$ cat config.mk
export PLATFORM = sky130hd
export DESIGN_NAME = circle_fit_coverage_check_unit_flat
export DESIGN_NICKNAME = d
export VERILOG_FILES = /design/src/hw/rtl/cfcc_pkg.sv /design/src/hw/rtl/cfcc_pt_if.sv /design/src/hw/rtl/cfcc_res_if.sv /design/src/hw/rtl/cfcc_ctrl.sv /design/src/hw/rtl/cfcc_cordic.sv /design/src/hw/rtl/cfcc_datapath.sv /design/src/hw/rtl/circle_fit_coverage_check_unit.sv /design/src/flat_wrapper.sv
export SDC_FILE = /design/constraint.sdc
export NUM_CORES = 2
export LEC_CHECK = 0
export BUFFER_PORTS_ARGS = -buffer_cell sky130_fd_sc_hd__buf_2
export CORE_MARGIN = 2
export CORE_UTILIZATION = 50
export DETAILED_ROUTE_END_ITERATION = 16
export PLACE_DENSITY_LB_ADDON = 0.25
export SLEW_MARGIN = 25
export SYNTH_ARGS = -nofsm -noshare
export SYNTH_HDL_FRONTEND = slang
export SYNTH_SLANG_ARGS = --single-unit
$ cat constraint.sdc
create_clock -name i_clk -period 13.5 [get_ports i_clk]
set_input_delay 1.35 -clock i_clk [delete_from_list [all_inputs] [get_ports i_clk]]
set_output_delay 1.35 -clock i_clk [all_outputs]
set_load 0.01 [all_outputs]
$ cat src/hw/rtl/cfcc_pkg.sv
`timescale 1ns / 1ps
// Shared types and constants for the circle fit coverage check unit.
// Used by the controller, the CORDIC unit, the datapath and the top level.
package cfcc_pkg;

    localparam int CORDIC_STEPS = 16;
    localparam int STEP_W       = 4;

    localparam logic [13:0] ATAN_TAB [CORDIC_STEPS] = '{
        14'd8192, 14'd4836, 14'd2555, 14'd1297, 14'd651, 14'd326, 14'd163, 14'd81,
        14'd41,   14'd20,   14'd10,   14'd5,    14'd3,   14'd1,   14'd1,   14'd0
    };

    localparam logic [16:0] ANG_OCTANT  = 17'd8192;
    localparam logic [16:0] ANG_QUARTER = 17'd16384;
    localparam logic [16:0] ANG_HALF    = 17'd32768;
    localparam logic [16:0] ANG_FULL    = 17'd65536;

    localparam int RAD_W   = 23;
    localparam int PROP_W  = 16;
    localparam int INNER_W = 16;
    localparam int OCC_W   = 6;
    localparam int SEC_W   = 6;
    localparam int N_W     = 7;
    localparam int T_W     = 39;
    localparam int TT_W    = 78;
    localparam int R2_W    = 48;
    localparam int D_W     = 64;

    localparam int CFG_IDX_W = 4;
    localparam logic [CFG_IDX_W-1:0] REG_CENTER_X    = 4'd0;
    localparam logic [CFG_IDX_W-1:0] REG_CENTER_Y    = 4'd1;
    localparam logic [CFG_IDX_W-1:0] REG_RADIUS      = 4'd2;
    localparam logic [CFG_IDX_W-1:0] REG_RING_WIDTH  = 4'd3;
    localparam logic [CFG_IDX_W-1:0] REG_INNER_PROP  = 4'd4;
    localparam logic [CFG_IDX_W-1:0] REG_INNER_LIMIT = 4'd5;
    localparam logic [CFG_IDX_W-1:0] REG_MIN_SECTORS = 4'd6;
    localparam logic [CFG_IDX_W-1:0] REG_SECTOR_CNT  = 4'd7;

    localparam logic [SEC_W-1:0] SECTOR_CNT_RESET = 6'd16;

    typedef enum logic [3:0] {
        MUL_NONE,
        MUL_T,
        MUL_DX,
        MUL_DY,
        MUL_RLO,
        MUL_RHI,
        MUL_THH,
        MUL_THL,
        MUL_TLL
    } t_mul_op;

    typedef enum logic [1:0] {
        VERDICT_PASS     = 2'd0,
        VERDICT_INNER    = 2'd1,
        VERDICT_COVERAGE = 2'd2
    } t_verdict;

    typedef struct packed {
        logic              load;
        logic              prep;
        logic              cordic_en;
        logic [STEP_W-1:0] step;
        t_mul_op           mul_op;
        logic              angle;
        logic              update;
        logic              emit;
    } t_cmd;

    typedef struct packed {
        logic last;
        logic out_free;
    } t_stat;

endpackage

$ cat src/hw/rtl/cfcc_pt_if.sv
`timescale 1ns / 1ps
// Point channel: valid/ready handshake carrying one 2D point.
// Standalone; no package dependency.
interface cfcc_pt_if #(
    parameter int COORD_BITS = 24
);
    logic                         valid;
    logic                         ready;
    logic signed [COORD_BITS-1:0] point_x;
    logic signed [COORD_BITS-1:0] point_y;
    logic                         last_point;

    modport source (output valid, output point_x, output point_y, output last_point,
                    input ready);
    modport sink   (input valid, input point_x, input point_y, input last_point,
                    output ready);
endinterface

$ cat src/hw/rtl/cfcc_res_if.sv
`timescale 1ns / 1ps
// Result channel: valid/ready handshake carrying one section verdict.
// Standalone; no package dependency.
interface cfcc_res_if;
    logic        valid;
    logic        ready;
    logic [15:0] inner_points;
    logic [5:0]  occupied_sectors;
    logic [1:0]  verdict;

    modport source (output valid, output inner_points, output occupied_sectors,
                    output verdict, input ready);
    modport sink   (input valid, input inner_points, input occupied_sectors,
                    input verdict, output ready);
endinterface

$ cat src/hw/rtl/cfcc_ctrl.sv
`timescale 1ns / 1ps
// Sequencer for one point: load, prepare, CORDIC/multiply run, angle, update, emit.
// Depends on cfcc_pkg for the command and status structs.
module cfcc_ctrl (
    input  logic           i_clk,
    input  logic           i_rst_n,
    input  logic           i_in_valid,
    input  cfcc_pkg::t_stat i_stat,
    output logic           o_in_ready,
    output cfcc_pkg::t_cmd o_cmd
);

    typedef enum logic [2:0] {
        S_IDLE,
        S_PREP,
        S_RUN,
        S_ANGLE,
        S_DECIDE,
        S_EMIT
    } t_state;

    t_state                      r_state, n_state;
    logic [cfcc_pkg::STEP_W-1:0] r_cnt, n_cnt;
    logic                        r_in_ready;
    cfcc_pkg::t_cmd              w_cmd;

    always_comb begin
        n_state = r_state;
        n_cnt   = r_cnt;
        w_cmd   = '0;
        w_cmd.mul_op = cfcc_pkg::MUL_NONE;
        unique case (r_state)
            S_IDLE: begin
                w_cmd.load = i_in_valid && r_in_ready;
                if (i_in_valid && r_in_ready) begin
                    n_state = S_PREP;
                end
            end
            S_PREP: begin
                w_cmd.prep = 1'b1;
                n_cnt      = '0;
                n_state    = S_RUN;
            end
            S_RUN: begin
                w_cmd.cordic_en = 1'b1;
                w_cmd.step      = r_cnt;
                unique case (r_cnt)
                    4'd0:    w_cmd.mul_op = cfcc_pkg::MUL_T;
                    4'd1:    w_cmd.mul_op = cfcc_pkg::MUL_DX;
                    4'd2:    w_cmd.mul_op = cfcc_pkg::MUL_DY;
                    4'd3:    w_cmd.mul_op = cfcc_pkg::MUL_RLO;
                    4'd4:    w_cmd.mul_op = cfcc_pkg::MUL_RHI;
                    4'd5:    w_cmd.mul_op = cfcc_pkg::MUL_THH;
                    4'd6:    w_cmd.mul_op = cfcc_pkg::MUL_THL;
                    4'd7:    w_cmd.mul_op = cfcc_pkg::MUL_TLL;
                    default: w_cmd.mul_op = cfcc_pkg::MUL_NONE;
                endcase
                n_cnt = r_cnt + 1'b1;
                if (r_cnt == 4'(cfcc_pkg::CORDIC_STEPS - 1)) begin
                    n_state = S_ANGLE;
                end
            end
            S_ANGLE: begin
                w_cmd.angle = 1'b1;
                n_state     = S_DECIDE;
            end
            S_DECIDE: begin
                w_cmd.update = 1'b1;
                n_state      = i_stat.last ? S_EMIT : S_IDLE;
            end
            S_EMIT: begin
                w_cmd.emit = i_stat.out_free;
                if (i_stat.out_free) begin
                    n_state = S_IDLE;
                end
            end
            default: n_state = S_IDLE;
        endcase
    end

    always_ff @(posedge i_clk) begin
        if (!i_rst_n) begin
            r_state    <= S_IDLE;
            r_cnt      <= '0;
            r_in_ready <= 1'b1;
        end else begin
            r_state    <= n_state;
            r_cnt      <= n_cnt;
            r_in_ready <= (n_state == S_IDLE);
        end
    end

    assign o_in_ready = r_in_ready;
    assign o_cmd      = w_cmd;

endmodule

$ cat src/hw/rtl/cfcc_cordic.sv
`timescale 1ns / 1ps
// Vectoring CORDIC, one iteration per enabled cycle, accumulating a binary angle.
// Depends on cfcc_pkg for the arctangent table.
module cfcc_cordic #(
    parameter int CW = 35
) (
    input  logic                        i_clk,
    input  logic                        i_init,
    input  logic [CW-1:0]               i_x0,
    input  logic [CW-1:0]               i_y0,
    input  logic                        i_step_en,
    input  logic [cfcc_pkg::STEP_W-1:0] i_idx,
    output logic signed [15:0]          o_acc
);

    logic signed [CW-1:0] r_x, r_y;
    logic signed [15:0]   r_acc;
    logic signed [CW-1:0] w_xs, w_ys;
    logic signed [15:0]   w_tab;

    assign w_xs  = r_x >>> i_idx;
    assign w_ys  = r_y >>> i_idx;
    assign w_tab = signed'({2'b00, cfcc_pkg::ATAN_TAB[i_idx]});

    always_ff @(posedge i_clk) begin
        if (i_init) begin
            r_x   <= signed'(i_x0);
            r_y   <= signed'(i_y0);
            r_acc <= '0;
        end else if (i_step_en) begin
            if (r_y > 0) begin
                r_x   <= r_x + w_ys;
                r_y   <= r_y - w_xs;
                r_acc <= r_acc + w_tab;
            end else if (r_y < 0) begin
                r_x   <= r_x - w_ys;
                r_y   <= r_y + w_xs;
                r_acc <= r_acc - w_tab;
            end
        end
    end

    assign o_acc = r_acc;

endmodule

$ cat src/hw/rtl/cfcc_datapath.sv
`timescale 1ns / 1ps
// Datapath: configuration registers, shared multiplier, CORDIC, counters, result register.
// Depends on cfcc_pkg and cfcc_cordic.
module cfcc_datapath #(
    parameter int MAX_SECTORS = 32,
    parameter int COORD_BITS  = 24,
    parameter int CFG_W       = 24
) (
    input  logic                           i_clk,
    input  logic                           i_rst_n,
    input  cfcc_pkg::t_cmd                 i_cmd,
    output cfcc_pkg::t_stat                o_stat,
    input  logic                           i_cfg_we,
    input  logic [cfcc_pkg::CFG_IDX_W-1:0] i_cfg_idx,
    input  logic [CFG_W-1:0]               i_cfg_data,
    input  logic [COORD_BITS-1:0]          i_px,
    input  logic [COORD_BITS-1:0]          i_py,
    input  logic                           i_last,
    output logic                           o_out_valid,
    input  logic                           i_out_ready,
    output logic [cfcc_pkg::INNER_W-1:0]   o_inner,
    output logic [cfcc_pkg::OCC_W-1:0]     o_occ,
    output logic [1:0]                     o_verdict
);

    localparam int DXW = COORD_BITS + 1;
    localparam int MW  = (COORD_BITS + 1 > 24) ? COORD_BITS + 1 : 24;
    localparam int PW  = 2 * MW;
    localparam int SW  = (PW + 1 > 65) ? PW + 1 : 65;
    localparam int CW  = COORD_BITS + 11;
    localparam int SIW = (MAX_SECTORS > 1) ? $clog2(MAX_SECTORS) : 1;

    // configuration
    logic [COORD_BITS-1:0]         r_cx, r_cy;
    logic [cfcc_pkg::RAD_W-1:0]    r_rad, r_ring;
    logic [cfcc_pkg::PROP_W-1:0]   r_prop;
    logic [cfcc_pkg::INNER_W-1:0]  r_ilim;
    logic [cfcc_pkg::SEC_W-1:0]    r_min_sec, r_sec_cnt;

    // per-point working registers
    logic [DXW-1:0]                r_dx, r_dy;
    logic                          r_last;
    logic [MW-1:0]                 r_adx, r_ady;
    logic                          r_swapped, r_xneg, r_yneg;
    logic [23:0]                   r_rlo_abs, r_rhi;
    logic [PW-1:0]                 r_prod;
    cfcc_pkg::t_mul_op             r_prod_op;
    logic [cfcc_pkg::T_W-1:0]      r_t;
    logic [cfcc_pkg::TT_W-1:0]     r_tt;
    logic [SW-1:0]                 r_dsum;
    logic [cfcc_pkg::R2_W-1:0]     r_rmin2, r_rmax2;
    logic [15:0]                   r_angle;

    // section state and result
    logic [cfcc_pkg::INNER_W-1:0]  r_inner;
    logic [MAX_SECTORS-1:0]        r_marks;
    logic [cfcc_pkg::OCC_W-1:0]    r_occ;
    logic                          r_out_valid;
    logic [cfcc_pkg::INNER_W-1:0]  r_out_inner;
    logic [cfcc_pkg::OCC_W-1:0]    r_out_occ;
    cfcc_pkg::t_verdict            r_out_verdict;

    logic [DXW-1:0]                w_adx, w_ady;
    logic                          w_swap;
    logic [CW-1:0]                 w_x0, w_y0;
    logic [23:0]                   w_rlo;
    logic [MW-1:0]                 w_ma, w_mb;
    logic signed [15:0]            w_acc;
    logic [13:0]                   w_acc_c;
    logic [14:0]                   w_a;
    logic [16:0]                   w_ang;
    logic [cfcc_pkg::D_W-1:0]      w_d;
    logic                          w_ring_hit, w_inner_hit;
    logic [cfcc_pkg::N_W-1:0]      w_n, w_s, w_s_c;
    logic [22:0]                   w_sp;
    logic [SIW-1:0]                w_idx;
    cfcc_pkg::t_verdict            w_verdict;

    always_ff @(posedge i_clk) begin
        if (!i_rst_n) begin
            r_cx      <= '0;
            r_cy      <= '0;
            r_rad     <= '0;
            r_ring    <= '0;
            r_prop    <= '0;
            r_ilim    <= '0;
            r_min_sec <= '0;
            r_sec_cnt <= cfcc_pkg::SECTOR_CNT_RESET;
        end else if (i_cfg_we) begin
            unique case (i_cfg_idx)
                cfcc_pkg::REG_CENTER_X:    r_cx      <= i_cfg_data[COORD_BITS-1:0];
                cfcc_pkg::REG_CENTER_Y:    r_cy      <= i_cfg_data[COORD_BITS-1:0];
                cfcc_pkg::REG_RADIUS:      r_rad     <= i_cfg_data[cfcc_pkg::RAD_W-1:0];
                cfcc_pkg::REG_RING_WIDTH:  r_ring    <= i_cfg_data[cfcc_pkg::RAD_W-1:0];
                cfcc_pkg::REG_INNER_PROP:  r_prop    <= i_cfg_data[cfcc_pkg::PROP_W-1:0];
                cfcc_pkg::REG_INNER_LIMIT: r_ilim    <= i_cfg_data[cfcc_pkg::INNER_W-1:0];
                cfcc_pkg::REG_MIN_SECTORS: r_min_sec <= i_cfg_data[cfcc_pkg::SEC_W-1:0];
                cfcc_pkg::REG_SECTOR_CNT:  r_sec_cnt <= i_cfg_data[cfcc_pkg::SEC_W-1:0];
                default: ;
            endcase
        end
    end

    // prepare: magnitudes, octant fold, annulus radii
    assign w_adx  = r_dx[DXW-1] ? (~r_dx + 1'b1) : r_dx;
    assign w_ady  = r_dy[DXW-1] ? (~r_dy + 1'b1) : r_dy;
    assign w_swap = (w_ady > w_adx);
    assign w_x0   = CW'({(w_swap ? w_ady : w_adx), 8'h00});
    assign w_y0   = CW'({(w_swap ? w_adx : w_ady), 8'h00});
    assign w_rlo  = {1'b0, r_rad} - {1'b0, r_ring};

    always_ff @(posedge i_clk) begin
        if (i_cmd.load) begin
            r_dx   <= {i_px[COORD_BITS-1], i_px} - {r_cx[COORD_BITS-1], r_cx};
            r_dy   <= {i_py[COORD_BITS-1], i_py} - {r_cy[COORD_BITS-1], r_cy};
            r_last <= i_last;
        end
        if (i_cmd.prep) begin
            r_adx     <= MW'(w_adx);
            r_ady     <= MW'(w_ady);
            r_swapped <= w_swap;
            r_xneg    <= r_dx[DXW-1];
            r_yneg    <= r_dy[DXW-1];
            r_rlo_abs <= w_rlo[23] ? (~w_rlo + 1'b1) : w_rlo;
            r_rhi     <= {1'b0, r_rad} + {1'b0, r_ring};
        end
    end

    cfcc_cordic #(
        .CW (CW)
    ) u_cordic (
        .i_clk     (i_clk),
        .i_init    (i_cmd.prep),
        .i_x0      (w_x0),
        .i_y0      (w_y0),
        .i_step_en (i_cmd.cordic_en),
        .i_idx     (i_cmd.step),
        .o_acc     (w_acc)
    );

    // shared multiplier: operand select, registered product, absorb next cycle
    always_comb begin
        w_ma = '0;
        w_mb = '0;
        unique case (i_cmd.mul_op)
            cfcc_pkg::MUL_T: begin
                w_ma = MW'(r_rad);
                w_mb = MW'(r_prop);
            end
            cfcc_pkg::MUL_DX: begin
                w_ma = r_adx;
                w_mb = r_adx;
            end
            cfcc_pkg::MUL_DY: begin
                w_ma = r_ady;
                w_mb = r_ady;
            end
            cfcc_pkg::MUL_RLO: begin
                w_ma = MW'(r_rlo_abs);
                w_mb = MW'(r_rlo_abs);
            end
            cfcc_pkg::MUL_RHI: begin
                w_ma = MW'(r_rhi);
                w_mb = MW'(r_rhi);
            end
            cfcc_pkg::MUL_THH: begin
                w_ma = MW'(r_t[38:20]);
                w_mb = MW'(r_t[38:20]);
            end
            cfcc_pkg::MUL_THL: begin
                w_ma = MW'(r_t[38:20]);
                w_mb = MW'(r_t[19:0]);
            end
            cfcc_pkg::MUL_TLL: begin
                w_ma = MW'(r_t[19:0]);
                w_mb = MW'(r_t[19:0]);
            end
            default: ;
        endcase
    end

    always_ff @(posedge i_clk) begin
        r_prod <= w_ma * w_mb;
        case (r_prod_op)
            cfcc_pkg::MUL_T:   r_t     <= r_prod[38:0];
            cfcc_pkg::MUL_DX:  r_dsum  <= SW'(r_prod);
            cfcc_pkg::MUL_DY:  r_dsum  <= r_dsum + SW'(r_prod);
            cfcc_pkg::MUL_RLO: r_rmin2 <= r_prod[47:0];
            cfcc_pkg::MUL_RHI: r_rmax2 <= r_prod[47:0];
            cfcc_pkg::MUL_THH: r_tt    <= {r_prod[37:0], 40'd0};
            cfcc_pkg::MUL_THL: r_tt    <= r_tt + {18'd0, r_prod[38:0], 21'd0};
            cfcc_pkg::MUL_TLL: r_tt    <= r_tt + {38'd0, r_prod[39:0]};
            default: ;
        endcase
    end

    always_ff @(posedge i_clk) begin
        if (!i_rst_n) begin
            r_prod_op <= cfcc_pkg::MUL_NONE;
        end else begin
            r_prod_op <= i_cmd.mul_op;
        end
    end

    // angle unfold
    assign w_acc_c = w_acc[15] ? 14'd0 :
                     (w_acc > 16'sd8192) ? cfcc_pkg::ANG_OCTANT[13:0] : w_acc[13:0];
    assign w_a     = r_swapped ? (cfcc_pkg::ANG_QUARTER[14:0] - 15'(w_acc_c)) : 15'(w_acc_c);

    always_comb begin
        if (!r_xneg && !r_yneg) begin
            w_ang = 17'(w_a);
        end else if (r_xneg && !r_yneg) begin
            w_ang = cfcc_pkg::ANG_HALF - 17'(w_a);
        end else if (r_xneg) begin
            w_ang = cfcc_pkg::ANG_HALF + 17'(w_a);
        end else begin
            w_ang = cfcc_pkg::ANG_FULL - 17'(w_a);
        end
    end

    always_ff @(posedge i_clk) begin
        if (i_cmd.angle) begin
            r_angle <= w_ang[15:0];
        end
    end

    // distance tests and sector index
    assign w_d         = (|r_dsum[SW-1:cfcc_pkg::D_W]) ? '1 : r_dsum[cfcc_pkg::D_W-1:0];
    assign w_ring_hit  = !((w_d < 64'(r_rmin2)) || (w_d > 64'(r_rmax2)));
    assign w_inner_hit = ({w_d, 32'd0} < 96'(r_tt));

    assign w_n   = (r_sec_cnt == '0) ? 7'd1 :
                   (7'(r_sec_cnt) > 7'(MAX_SECTORS)) ? 7'(MAX_SECTORS) : 7'(r_sec_cnt);
    assign w_sp  = 23'(r_angle) * 23'(w_n);
    assign w_s   = w_sp[22:16];
    assign w_s_c = (w_s > (w_n - 7'd1)) ? (w_n - 7'd1) : w_s;
    assign w_idx = w_s_c[SIW-1:0];

    assign w_verdict = (r_inner > r_ilim) ? cfcc_pkg::VERDICT_INNER :
                       (r_occ < r_min_sec) ? cfcc_pkg::VERDICT_COVERAGE :
                       cfcc_pkg::VERDICT_PASS;

    always_ff @(posedge i_clk) begin
        if (!i_rst_n) begin
            r_inner     <= '0;
            r_marks     <= '0;
            r_occ       <= '0;
            r_out_valid <= 1'b0;
        end else begin
            if (i_cmd.update) begin
                if (w_inner_hit && (r_inner != '1)) begin
                    r_inner <= r_inner + 1'b1;
                end
                if (w_ring_hit) begin
                    r_marks[w_idx] <= 1'b1;
                    if (!r_marks[w_idx] && (r_occ != '1)) begin
                        r_occ <= r_occ + 1'b1;
                    end
                end
            end
            if (i_cmd.emit) begin
                r_inner     <= '0;
                r_marks     <= '0;
                r_occ       <= '0;
                r_out_valid <= 1'b1;
            end else if (r_out_valid && i_out_ready) begin
                r_out_valid <= 1'b0;
            end
        end
    end

    always_ff @(posedge i_clk) begin
        if (i_cmd.emit) begin
            r_out_inner   <= r_inner;
            r_out_occ     <= r_occ;
            r_out_verdict <= w_verdict;
        end
    end

    assign o_stat.last     = r_last;
    assign o_stat.out_free = !r_out_valid || i_out_ready;
    assign o_out_valid     = r_out_valid;
    assign o_inner         = r_out_inner;
    assign o_occ           = r_out_occ;
    assign o_verdict       = r_out_verdict;

endmodule

$ cat src/hw/rtl/circle_fit_coverage_check_unit.sv
`timescale 1ns / 1ps
// Top level of the circle fit coverage check unit: controller plus datapath.
// Depends on cfcc_pkg, cfcc_pt_if, cfcc_res_if, cfcc_ctrl and cfcc_datapath.
//
// Checks a stream of points against a fitted circle: each point is counted as inner
// when it lies strictly inside radius * inner_proportion, and marks an angular sector
// when it lies on the ring radius +/- ring_width. The point flagged last_point yields
// one result (inner count, occupied sectors, verdict) and clears the section state.
// One point is handled at a time, in order: a prepare step, 16 iterations of the CORDIC
// angle unit (the single shared multiplier forms its eight products alongside), an angle
// step and an update step. A last point then passes an emit step that loads the result
// register, waiting there until the previous result has been taken. The result register
// lets the next point in while a result waits. Configuration is written through a plain
// indexed write port; the user must write it only while no point is in progress, as the
// block does not enforce this. After reset all registers read zero except sector_count,
// which reads 16.
module circle_fit_coverage_check_unit #(
    parameter int MAX_SECTORS = 32,
    parameter int COORD_BITS  = 24
) (
    input  logic                                                 i_clk,
    input  logic                                                 i_rst_n,
    cfcc_pt_if.sink                                              i_pt,
    cfcc_res_if.source                                           o_res,
    input  logic                                                 i_cfg_we,
    input  logic [cfcc_pkg::CFG_IDX_W-1:0]                       i_cfg_idx,
    input  logic [((COORD_BITS > 23) ? COORD_BITS : 23)-1:0]     i_cfg_data
);

    localparam int CFG_W = (COORD_BITS > 23) ? COORD_BITS : 23;

    cfcc_pkg::t_cmd  w_cmd;
    cfcc_pkg::t_stat w_stat;
    logic            w_in_ready;

    cfcc_ctrl u_ctrl (
        .i_clk      (i_clk),
        .i_rst_n    (i_rst_n),
        .i_in_valid (i_pt.valid),
        .i_stat     (w_stat),
        .o_in_ready (w_in_ready),
        .o_cmd      (w_cmd)
    );

    cfcc_datapath #(
        .MAX_SECTORS (MAX_SECTORS),
        .COORD_BITS  (COORD_BITS),
        .CFG_W       (CFG_W)
    ) u_datapath (
        .i_clk       (i_clk),
        .i_rst_n     (i_rst_n),
        .i_cmd       (w_cmd),
        .o_stat      (w_stat),
        .i_cfg_we    (i_cfg_we),
        .i_cfg_idx   (i_cfg_idx),
        .i_cfg_data  (i_cfg_data),
        .i_px        (i_pt.point_x),
        .i_py        (i_pt.point_y),
        .i_last      (i_pt.last_point),
        .o_out_valid (o_res.valid),
        .i_out_ready (o_res.ready),
        .o_inner     (o_res.inner_points),
        .o_occ       (o_res.occupied_sectors),
        .o_verdict   (o_res.verdict)
    );

    assign i_pt.ready = w_in_ready;

endmodule

$ cat src/flat_wrapper.sv
// flat-port wrapper written by rule: the top's interface ports become plain ports
module circle_fit_coverage_check_unit_flat 
#(
    parameter int MAX_SECTORS = 32,
    parameter int COORD_BITS  = 24
)
  (i_clk, i_rst_n, i_cfg_we, i_cfg_idx, i_cfg_data, i_pt_valid, i_pt_point_x, i_pt_point_y, i_pt_last_point, i_pt_ready, o_res_valid, o_res_inner_points, o_res_occupied_sectors, o_res_verdict, o_res_ready);
  cfcc_pt_if #(.COORD_BITS(COORD_BITS)) i_pt_i ();
  cfcc_res_if o_res_i ();
  input  logic i_clk;
  input  logic i_rst_n;
  input  logic i_cfg_we;
  input  logic [cfcc_pkg::CFG_IDX_W-1:0] i_cfg_idx;
  input  logic [((COORD_BITS > 23) ? COORD_BITS : 23)-1:0] i_cfg_data;
  input wire logic [$bits(i_pt_i.valid)-1:0] i_pt_valid;
  input wire logic [$bits(i_pt_i.point_x)-1:0] i_pt_point_x;
  input wire logic [$bits(i_pt_i.point_y)-1:0] i_pt_point_y;
  input wire logic [$bits(i_pt_i.last_point)-1:0] i_pt_last_point;
  output wire logic [$bits(i_pt_i.ready)-1:0] i_pt_ready;
  output wire logic [$bits(o_res_i.valid)-1:0] o_res_valid;
  output wire logic [$bits(o_res_i.inner_points)-1:0] o_res_inner_points;
  output wire logic [$bits(o_res_i.occupied_sectors)-1:0] o_res_occupied_sectors;
  output wire logic [$bits(o_res_i.verdict)-1:0] o_res_verdict;
  input wire logic [$bits(o_res_i.ready)-1:0] o_res_ready;
  assign i_pt_i.valid = i_pt_valid;
  assign i_pt_i.point_x = i_pt_point_x;
  assign i_pt_i.point_y = i_pt_point_y;
  assign i_pt_i.last_point = i_pt_last_point;
  assign i_pt_ready = i_pt_i.ready;
  assign o_res_valid = o_res_i.valid;
  assign o_res_inner_points = o_res_i.inner_points;
  assign o_res_occupied_sectors = o_res_i.occupied_sectors;
  assign o_res_verdict = o_res_i.verdict;
  assign o_res_i.ready = o_res_ready;
  circle_fit_coverage_check_unit #(.MAX_SECTORS(MAX_SECTORS), .COORD_BITS(COORD_BITS)) u_core (.i_clk(i_clk), .i_rst_n(i_rst_n), .i_pt(i_pt_i), .o_res(o_res_i), .i_cfg_we(i_cfg_we), .i_cfg_idx(i_cfg_idx), .i_cfg_data(i_cfg_data));
endmodule
==> reports/results.tsv <==
stage	metric	value	unit
status	status	finished, final reports clean	
cells_and_area	drive_above_1_share	7.05	%
setup_path	start_kind	flop	
route	wl_per_cell	23.6	um
timing	slew_headroom	24.2	%
route	vias	68262	
logic_synthesis	ys_top_cells_by_count	inv_1 (1,172), nand2_1 (1,150), ha_1 (731)	
logic_synthesis	seq_area_frac_synth	26.4	%
timing	setup_viol	0	
pwr	comb_power_share	37.4	%
logic_synthesis	synthTopCellsByArea	edfxtp_1 (19%), fa_1 (15%), ha_1 (11%)	
logic_synthesis	synthCells	9150	
setup_path	path_buf_inv	7	
timing	hold_viol_final	0	
cts	clk_pin_slew_worst_paths	0.06	ns
pwr	swShare	37.5	%
pwr	p_leak	39.5	nW
grt	grt_max_degree	77	
cts	cts_resized	0	
cells_and_area	area_growth	8.40	%
setup_path	crit_top_cell	fa_1	
setup_path	arrival	11.97	ns
route	dr.pass1.iters	9	
route	drc	0	
route	drtIter0Drc	6779	
logic_synthesis	synthArstFlopShare	0	%
pwr	pwr-share-seq	32.0	%
die	dieArea	0.166	sq mm
cts	cts_made_buffers	97	
logic_synthesis	yosysMostFrequentCell	inv_1	
cts	cts_num_sinks	814	
grt	grt_pass1_vias	67021	
cts	ctsHoldBuffers	0	
cts	cts_root_buffer	clkbuf_16	
cts	clock_path_buffers	3	
logic_synthesis	syn_avg_cell_area	8.91	sq um
timing	drv_slew	0	
place	dp.cells	11207	
cts	clock_latency	0.77	ns
die	pin_count	108	
place	portBuffers	107	
logic_synthesis	synth-seq-cells	814	
logic_synthesis	synth_area	0.0815	sq mm
cts	cts_tree	built	
die	initial_core_util	50.2	%
die	core_area	0.162	sq mm
cts	htreeDepth	3	
grt	antenna_found_initial	11	
cells_and_area	final_cells	11395	
place	place.gp.congestion	1.03	
place	hpwlAfterDp	208000	um
logic_synthesis	synth_warnings	0	
timing	tightest_slew	1.14	ns
min_path	hold_path_class	flop to flop	
die	die_h	408	um
setup_path	path_class	flop to flop	
pwr	power_density	111	mW/mm^2
logic_synthesis	synth_nets	10554	
logic_synthesis	ys_types	107	
timing	rsz0062_at_grt	false	
cells_and_area	fin_nets	10535	
timing	fin_skew	0.0600	ns
logic_synthesis	synth_edf_count	519	
setup_path	required	14.14	ns
pwr	pwr-share-clk	30.6	%
grt	grtUsageTotal	31.8	%
grt	grt-ovfl-total	0	
route	final_antenna_net_count	0	
timing	fmax	0.0883	GHz
timing	period_share	83.9	%
setup_path	worstSetupEndpointType	flop	
pwr	power_switching	3.69	mW
timing	period_minus_slack	11.32	ns
route	drt-vias-per-instance	5.99	
setup_path	slowest_delay	0.74	ns
logic_synthesis	yosysTopAreaCell	edfxtp_1	
grt	grt_pass1_wl	406000	um
logic_synthesis	ys.flop_type	edfxtp_1	
setup_path	critical_path.slowest_cell	a221o_1	
route	drt_wl_total	268000	um
pwr	p_int	6.16	mW
logic_synthesis	yosys.area.top_type_share	19.1	%
pwr	fin_total_pwr	9.84	mW
setup_path	worst-path-max-fanout	25	
timing	tns	0	ns
setup_path	critPathTopFamily	adder cells	
run	maxCapViolCount	0	
die	die_w	408	um
cts	postCtsSetupRepairBufs	0	
pwr	vdd_drop_max	0.000145	V
die	core.rowCount	148	
## power by group through the flow
| stage | Combinational [mW] | Sequential (mW) | Clock (mW) |
|---|---|---|---|
| floorplan | 2.77 | 3.05 | 0 |
| global placement | 3.56 | 3.18 | 0 |
| detailed placement | 3.62 | 3.19 | 0 |
| CTS | 3.64 | 3.13 | 3.05 |
| global route | 4.04 | 3.16 | 3.14 |
| finish | 3.68 | 3.15 | 3.01 |
## worst reg2reg max path, delay by kind of cell, from the launching register on
| kind | cells | cell delay, ns |
|---|---|---|
| xor+xnor | 1 | 0.13 |
| compound gates | 7 | 2.60 |
| simple gates | 10 | 2.65 |
| flops | 1 | 0.71 |
| fa+ha+maj | 8 | 3.88 |
| buf+inv | 7 | 1.23 |
## area by class of cell
class / instances / area (sq um)
clock inverters: 67 / 1020
clock buffers: 116 / 2640
inverters: 1176 / 4420
diodes: 5 / 12.5
multi-input cells: 6784 / 54400
repair buffers: 258 / 1670
well taps: 2175 / 2720
flip-flops and latches: 814 / 21500
fillers: 14829 / 74000
## state kept, by name (all words and copies together) (netlist names), 23 cells and up, named ones only
| name | count |
|---|---|
| u_core.u_datapath.r_adx | 25 |
| u_core.u_datapath.r_dsum | 65 |
| u_core.u_datapath.r_rhi | 23 |
| u_core.u_datapath.r_dx | 25 |
| u_core.u_datapath.r_dy | 25 |
| u_core.u_datapath.r_rmax2 | 48 |
| u_core.u_datapath.r_tt | 78 |
| u_core.u_datapath.r_cx | 24 |
| u_core.u_datapath.r_cy | 24 |
| u_core.u_datapath.r_rlo_abs | 24 |
| u_core.u_datapath.r_t | 39 |
| u_core.u_datapath.u_cordic.r_x | 35 |
| u_core.u_datapath.r_rmin2 | 48 |
| u_core.u_datapath.u_cordic.r_y | 35 |
| u_core.u_datapath.r_prod | 50 |
| u_core.u_datapath.r_rad | 23 |
| u_core.u_datapath.r_marks | 32 |
| u_core.u_datapath.r_ring | 23 |
| u_core.u_datapath.r_ady | 25 |
## final timing paths
path / from / end / slack [ns] / cells after the start
setup / recovery: u_core.u_ctrl.r_state[1]$_SDFF_PN0_ / u_core.u_datapath.r_prod[48]$_DFF_P_ / 2.18 / 33
hold / removal: u_core.u_datapath.r_cx[7]$_SDFFE_PN0P_ / u_core.u_datapath.r_cx[7]$_SDFFE_PN0P_ / 0.46 / 2
setup reg to reg: u_core.u_ctrl.r_state[1]$_SDFF_PN0_ / u_core.u_datapath.r_prod[48]$_DFF_P_ / 2.18 / 33
hold reg to reg: u_core.u_datapath.r_cx[7]$_SDFFE_PN0P_ / u_core.u_datapath.r_cx[7]$_SDFFE_PN0P_ / 0.46 / 2
## layout by cell type, fill, tap and decap left out, types with 156 or more instances in the layout
cell type,Yosys,routed
a21o_1,210,210
o21ai_0,370,368
nand3_1,157,156
mux2i_1,181,181
nand2_1,1150,1146
fa_1,591,591
xnor2_1,340,340
a21oi_1,487,486
edfxtp_1,519,519
ha_1,731,731
dfxtp_1,295,295
xor2_1,177,177
nor2_1,615,606
inv_1,1172,1171
## per-layer routing
layer  vias to the layer above  global-route usage [%]  routed length, um
li1                      31428                       -                  -
met1                     33224                    40.5             107000
met2                      2940                    51.0             122000
met3                       658                    7.22              24300
met4                        12                    15.4              15400
met5                         -                       0                 69
## kinds of logic after synthesis
| family | synth area share [%] |
|---|---|
| flops | 26.4 |
| compound gates | 15.8 |
| simple gates | 15.4 |
| fa+ha+maj | 25.7 |
| xor+xnor | 5.55 |
| other cells | 0.00460 |
| buf+inv | 7.26 |
| mux | 3.87 |
## through the flow
stage	cell area, sq um	hold WS, ns	setup WS (ns)	util (%)
2_1_floorplan	81500	0.430	4.05	-
3_3_place_gp	84600	0.419	2.47	52.1
3_5_place_dp	84700	0.422	2.32	52.2
4_1_cts	88400	0.465	2.27	54.4
5_1_grt	88400	0.485	1.71	54.4
6_report	88400	0.463	2.18	54.4
Note: power is estimated with default switching activity, not from simulation.
